===== src/sme_pkg.sv =====
// ----------------------------------------------------------------------------
// Stack machine executor package
// Opcodes, status codes, states and controller/datapath command types.
// ----------------------------------------------------------------------------
package sme_pkg;

    localparam logic [3:0] OP_PUSH = 4'd0;
    localparam logic [3:0] OP_POP  = 4'd1;
    localparam logic [3:0] OP_ADD  = 4'd2;
    localparam logic [3:0] OP_SUB  = 4'd3;
    localparam logic [3:0] OP_MUL  = 4'd4;
    localparam logic [3:0] OP_DIV  = 4'd5;
    localparam logic [3:0] OP_DUP  = 4'd6;
    localparam logic [3:0] OP_SWAP = 4'd7;
    localparam logic [3:0] OP_HALT = 4'd8;

    localparam logic [2:0] ST_OK      = 3'd0;
    localparam logic [2:0] ST_FEW     = 3'd1;
    localparam logic [2:0] ST_OVF     = 3'd2;
    localparam logic [2:0] ST_DIV0    = 3'd3;
    localparam logic [2:0] ST_INVALID = 3'd4;
    localparam logic [2:0] ST_SKIP    = 3'd5;
    localparam logic [2:0] ST_HALT    = 3'd6;

    typedef enum logic [2:0] {
        S_IDLE,
        S_READ_B,
        S_READ_A,
        S_EXEC,
        S_DIV,
        S_WRITE,
        S_WRITE2,
        S_OUT
    } state_t;

    // Commands from the controller to the datapath.
    typedef struct packed {
        logic capture;   // latch the incoming request
        logic read_b;    // read the top entry
        logic read_a;    // read the entry below the top
        logic exec;      // decide and compute
        logic div_start; // start the divider
        logic div_step;  // one divider step
        logic write;     // commit stack update
        logic write2;    // second stack write of a swap
        logic finish;    // form the result
    } cmd_t;

    // Status from the datapath to the controller.
    typedef struct packed {
        logic need_ab;   // instruction reads two operands
        logic use_div;   // instruction needs the divider
        logic div_done;  // divider in its last step
        logic need_wr2;  // instruction writes a second entry
    } stat_t;

endpackage


===== src/sme_ctrl.sv =====
// ----------------------------------------------------------------------------
// Stack machine controller
// Sequences stack reads, execution, division and the result handshake.
// ----------------------------------------------------------------------------
module sme_ctrl
(
    input  logic          clk,
    input  logic          rst_n,
    input  logic          in_valid,
    output logic          in_stall,
    output logic          out_valid,
    input  logic          out_stall,
    input  sme_pkg::stat_t st,
    output sme_pkg::cmd_t  cmd
);

    sme_pkg::state_t state_reg, state_next;
    logic            out_valid_reg, out_valid_next;

    // State and output register.
    always_ff @(posedge clk or negedge rst_n)
    begin
        if (!rst_n)
        begin
            state_reg     <= sme_pkg::S_IDLE;
            out_valid_reg <= 1'b0;
        end
        else
        begin
            state_reg     <= state_next;
            out_valid_reg <= out_valid_next;
        end
    end

    // Next state.
    always_comb
    begin
        state_next = state_reg;
        case (state_reg)
            sme_pkg::S_IDLE:
                if (in_valid)
                    state_next = sme_pkg::S_READ_B;
            sme_pkg::S_READ_B:
                state_next = st.need_ab ? sme_pkg::S_READ_A : sme_pkg::S_EXEC;
            sme_pkg::S_READ_A:
                state_next = sme_pkg::S_EXEC;
            sme_pkg::S_EXEC:
                state_next = st.use_div ? sme_pkg::S_DIV : sme_pkg::S_WRITE;
            sme_pkg::S_DIV:
                if (st.div_done)
                    state_next = sme_pkg::S_WRITE;
            sme_pkg::S_WRITE:
                state_next = st.need_wr2 ? sme_pkg::S_WRITE2 : sme_pkg::S_OUT;
            sme_pkg::S_WRITE2:
                state_next = sme_pkg::S_OUT;
            sme_pkg::S_OUT:
                if (!out_valid_reg || !out_stall)
                    state_next = sme_pkg::S_IDLE;
            default:
                state_next = sme_pkg::S_IDLE;
        endcase
    end

    // Outputs.
    always_comb
    begin
        cmd            = '0;
        out_valid_next = out_valid_reg && out_stall;
        in_stall       = 1'b1;
        case (state_reg)
            sme_pkg::S_IDLE:
            begin
                in_stall    = 1'b0;
                cmd.capture = in_valid;
            end
            sme_pkg::S_READ_B: cmd.read_b = 1'b1;
            sme_pkg::S_READ_A: cmd.read_a = 1'b1;
            sme_pkg::S_EXEC:
            begin
                cmd.exec      = 1'b1;
                cmd.div_start = st.use_div;
            end
            sme_pkg::S_DIV:    cmd.div_step = 1'b1;
            sme_pkg::S_WRITE:  cmd.write = 1'b1;
            sme_pkg::S_WRITE2: cmd.write2 = 1'b1;
            sme_pkg::S_OUT:
                if (!out_valid_reg || !out_stall)
                begin
                    cmd.finish     = 1'b1;
                    out_valid_next = 1'b1;
                end
            default: cmd = '0;
        endcase
    end

    assign out_valid = out_valid_reg;

endmodule


===== config.mk =====
export PLATFORM = sky130hd
export DESIGN_NAME = sme_ctrl
export DESIGN_NICKNAME = d
export VERILOG_FILES = /design/src/sme_pkg.sv /design/src/sme_ctrl.sv
export SDC_FILE = /design/constraint.sdc
export NUM_CORES = 1
export LEC_CHECK = 0
export BUFFER_PORTS_ARGS = -buffer_cell sky130_fd_sc_hd__buf_4
export CAP_MARGIN = 30
export CORE_AREA = 8 8 45 47
export DETAILED_ROUTE_END_ITERATION = 6
export DIE_AREA = 0 0 53 55
export GPL_TIMING_DRIVEN = 0
export PLACE_DENSITY = 0.47
export SYNTH_ARGS = -nofsm -noshare
export SYNTH_HDL_FRONTEND = slang
export SYNTH_SLANG_ARGS = --single-unit

===== constraint.sdc =====
create_clock -name clk -period 0.92 [get_ports clk]
set_clock_uncertainty 0.05 [all_clocks]
set_input_delay 0.184 -clock clk [delete_from_list [all_inputs] [get_ports clk]]
set_output_delay 0.184 -clock clk [all_outputs]
set_load 0.02 [all_outputs]

==> impl_metrics.ini <==
[sta]
hold_violations = 0
period_minus_slack_ns = 1.41
final-setup-viol-count = 14
fmax_mhz = 711
relSlewSlack_pct = 86.0
holdWs_ns = 0.155
period_share_pct = 153
slew_viol_final = 0
tightest_slew_ns = 0.211
postLayoutSetupSlackWorst_ns = -0.486
rsz0062_at_grt = yes

[grt]
grt_pass1_wl_um = 1330
grt_max_degree = 8
grt_overflow = 0
grt_pass1_vias = 346
track_usage_pct = 6.29
grt_antenna_before_repair = 0

[outcome]
status = finished, violations left
violations = negative setup slack

[finish]
antennaDiodeCount = 0
largest_reg_flops = 3
stdcell_area_um2 = 636
area.growth.synth_to_final_pct = 137
num-nets-final = 70
layout-drive-gt1-share_pct = 83.3
layout_common_cells = 18 x buf_4, 9 x buf_6, 3 x nor2_4, 3 x clkbuf_4, 3 x dfrtp_2
final_common_cell = buf_4
final_util_pct = 45.9
num-fill-cells = 149

[floorplan]
dieHeight_um = 55
io_pins = 19
die_w_um = 53
core_um2 = 1380
start_util_pct = 19.3
fp-row-count = 14
die_area_um2 = 2920

[setup_path]
cp-startpoint = state_reg[0]$_DFFE_PN0P_
rrSetupSlack_ns = -0.21
worstPathRequired_ns = 0.69
worst-path-buf-inv = 1
cp-end-kind = output port
crit_chain = nor2_4 -> and3_4 -> buf_6
cp_num_cells = 3
max_stage_delay_ns = 0.48
r2r_start = state_reg[2]$_DFFE_PN0P_
crit_fanout = 7
worstRegToRegCells = 4
worstSetupStartpointType = flop
path_class = flop to output port
endpoint = cmd[8]
arrival_ns = 1.17
r2r_end = state_reg[0]$_DFFE_PN0P_
slowest_stage = dfrtp_2
critical-path-top-delay-family = flip-flops

[logic_synthesis]
synth_top_cell_area_share_pct = 37.4
ys_seq_elements = 4
synth-compound-area-share_pct = 16.4
synth_xor_area_share_pct = 0
synthSimpleGateAreaFrac_pct = 33.2
synth_top_cell_by_area = dfrtp_1
syn_nets = 38
ys_types = 19
synth_mux_area_share_pct = 7.48
synthCells = 30
netlist_area_um2 = 268
synth_area_per_cell_um2 = 8.93
yosys.area_share.adder_pct = 0
synth_seq_area_share_pct = 37.4
synth_warnings = 0
synth_area_leaders = dfrtp_1 37%, mux2i_1 7.5%, a21oi_2 6.5%, nor2_1 5.6%, nor3b_1 5.6%
synth_top_family_by_area = simple AND/OR/NAND/NOR gates

[place]
place_area_um2 = 467
place_congestion = 0.721
io_buffers = 18
dpl.hpwl_um = 657

[clock_network]
cts_tree = yes
cts_root_buf = clkbuf_4
htreeDepth = 1
clock_sinks = 4
clock_latency_ns = 0.23
cts_made_buffers = 3
cts.clk_slew.worst_paths_ns = 0.04
cts_max_path_buffers = 2

[drt]
routed_wl_um = 883
postRouteAntennaNets = 0
firstDrtPassIters = 2
drt-vias-per-instance = 4.37
route.detailed.drc = 0
dr.first_iter.drc_count = 5
wl_per_cell_um = 11.6
num_vias = 332

[job]
cap_violations = 0

[power]
ir_drop_uv = 2110
p_per_area_nw_per_um2 = 3680
power_uw = 2340
p_leak_uw = 0.000290

[hold_path]
hold_path.class = input pin to flop
min_delay_path_depth = 3
[how the worst min path moves through the flow]
stage	start	endpoint	slack, ns
floorplan	rst_n	out_valid$_DFF_PN0_	-0.16
global placement	rst_n	state_reg[2]$_DFFE_PN0P_	-0.07
detailed placement	rst_n	state_reg[2]$_DFFE_PN0P_	-0.07
CTS	out_stall	out_valid$_DFF_PN0_	0.14
global route	out_stall	out_valid$_DFF_PN0_	0.16
finish	out_stall	out_valid$_DFF_PN0_	0.15
[synth_stat cells]
library cell,n
nand3_1,1
mux2i_1,2
buf_6,1
nor3b_1,2
and3_1,1
nor2_2,1
nand2b_1,1
inv_2,1
a21oi_2,2
o2bb2ai_1,1
or2_1,1
a31oi_2,1
a21oi_1,1
nor2_1,4
nand2_1,3
and2_1,1
nor3_1,1
nand2_2,1
dfrtp_1,4
[cell families after synthesis]
family,count (synthesis)
simple gates,17
compound gates,5
flops,4
mux,2
buf+inv,2
[metrics by stage]
step	TNS (ns)	cells	worst slack, ns
6_report	-4.79	76	-0.486
5_1_grt	-5.59	76	-0.536
4_1_cts	-4.83	74	-0.477
3_5_place_dp	-2.49	64	-0.329
3_3_place_gp	-2.54	64	-0.343
2_1_floorplan	-1.55	30	-0.186
[layer usage]
metal / global-route usage (%) / wire (um) / vias to the layer above
met5: 0 / 0 / -
met4: 5.17 / 0 / 0
met3: 3.48 / 91 / 0
met2: 10.4 / 432 / 15
met1: 5.65 / 359 / 153
li1: - / - / 164
[final cells by class]
| type | count | area [um^2] | area share, % |
|---|---|---|---|
| timing repair buffer | 27 | 235 | 37.0 |
| multi-input combinational | 24 | 234 | 36.8 |
| sequential | 4 | 104 | 16.3 |
| clock buffer | 3 | 22.5 | 3.54 |
| tap | 16 | 20.0 | 3.15 |
| buffer | 1 | 11.3 | 1.77 |
| inverter | 1 | 8.76 | 1.38 |
[power breakdown]
group / internal, uW / leakage [uW] / switching [uW]
registers: 281 / 0.0000429 / 178
clock network: 146 / 0.0000138 / 67.0
logic: 866 / 0.000233 / 803
total: 1290 / 0.000290 / 1050
[worst min-delay path: cells and delay by family]
family	cells	cell delay, ns
simple gates	2	0.10
buf+inv	1	0.12
[repair_timing]
item | CTS | global route
setup buffers | 6 | 4
hold buffers | 1 | 0
hold endpoints to repair | 4 | 0
cloned | 0 | 0
pin swaps | 7 | 2
resized for setup | 18 | 4
setup endpoints to repair | 14 | 14
No activity file was read; power rests on OpenSTA's default activity.
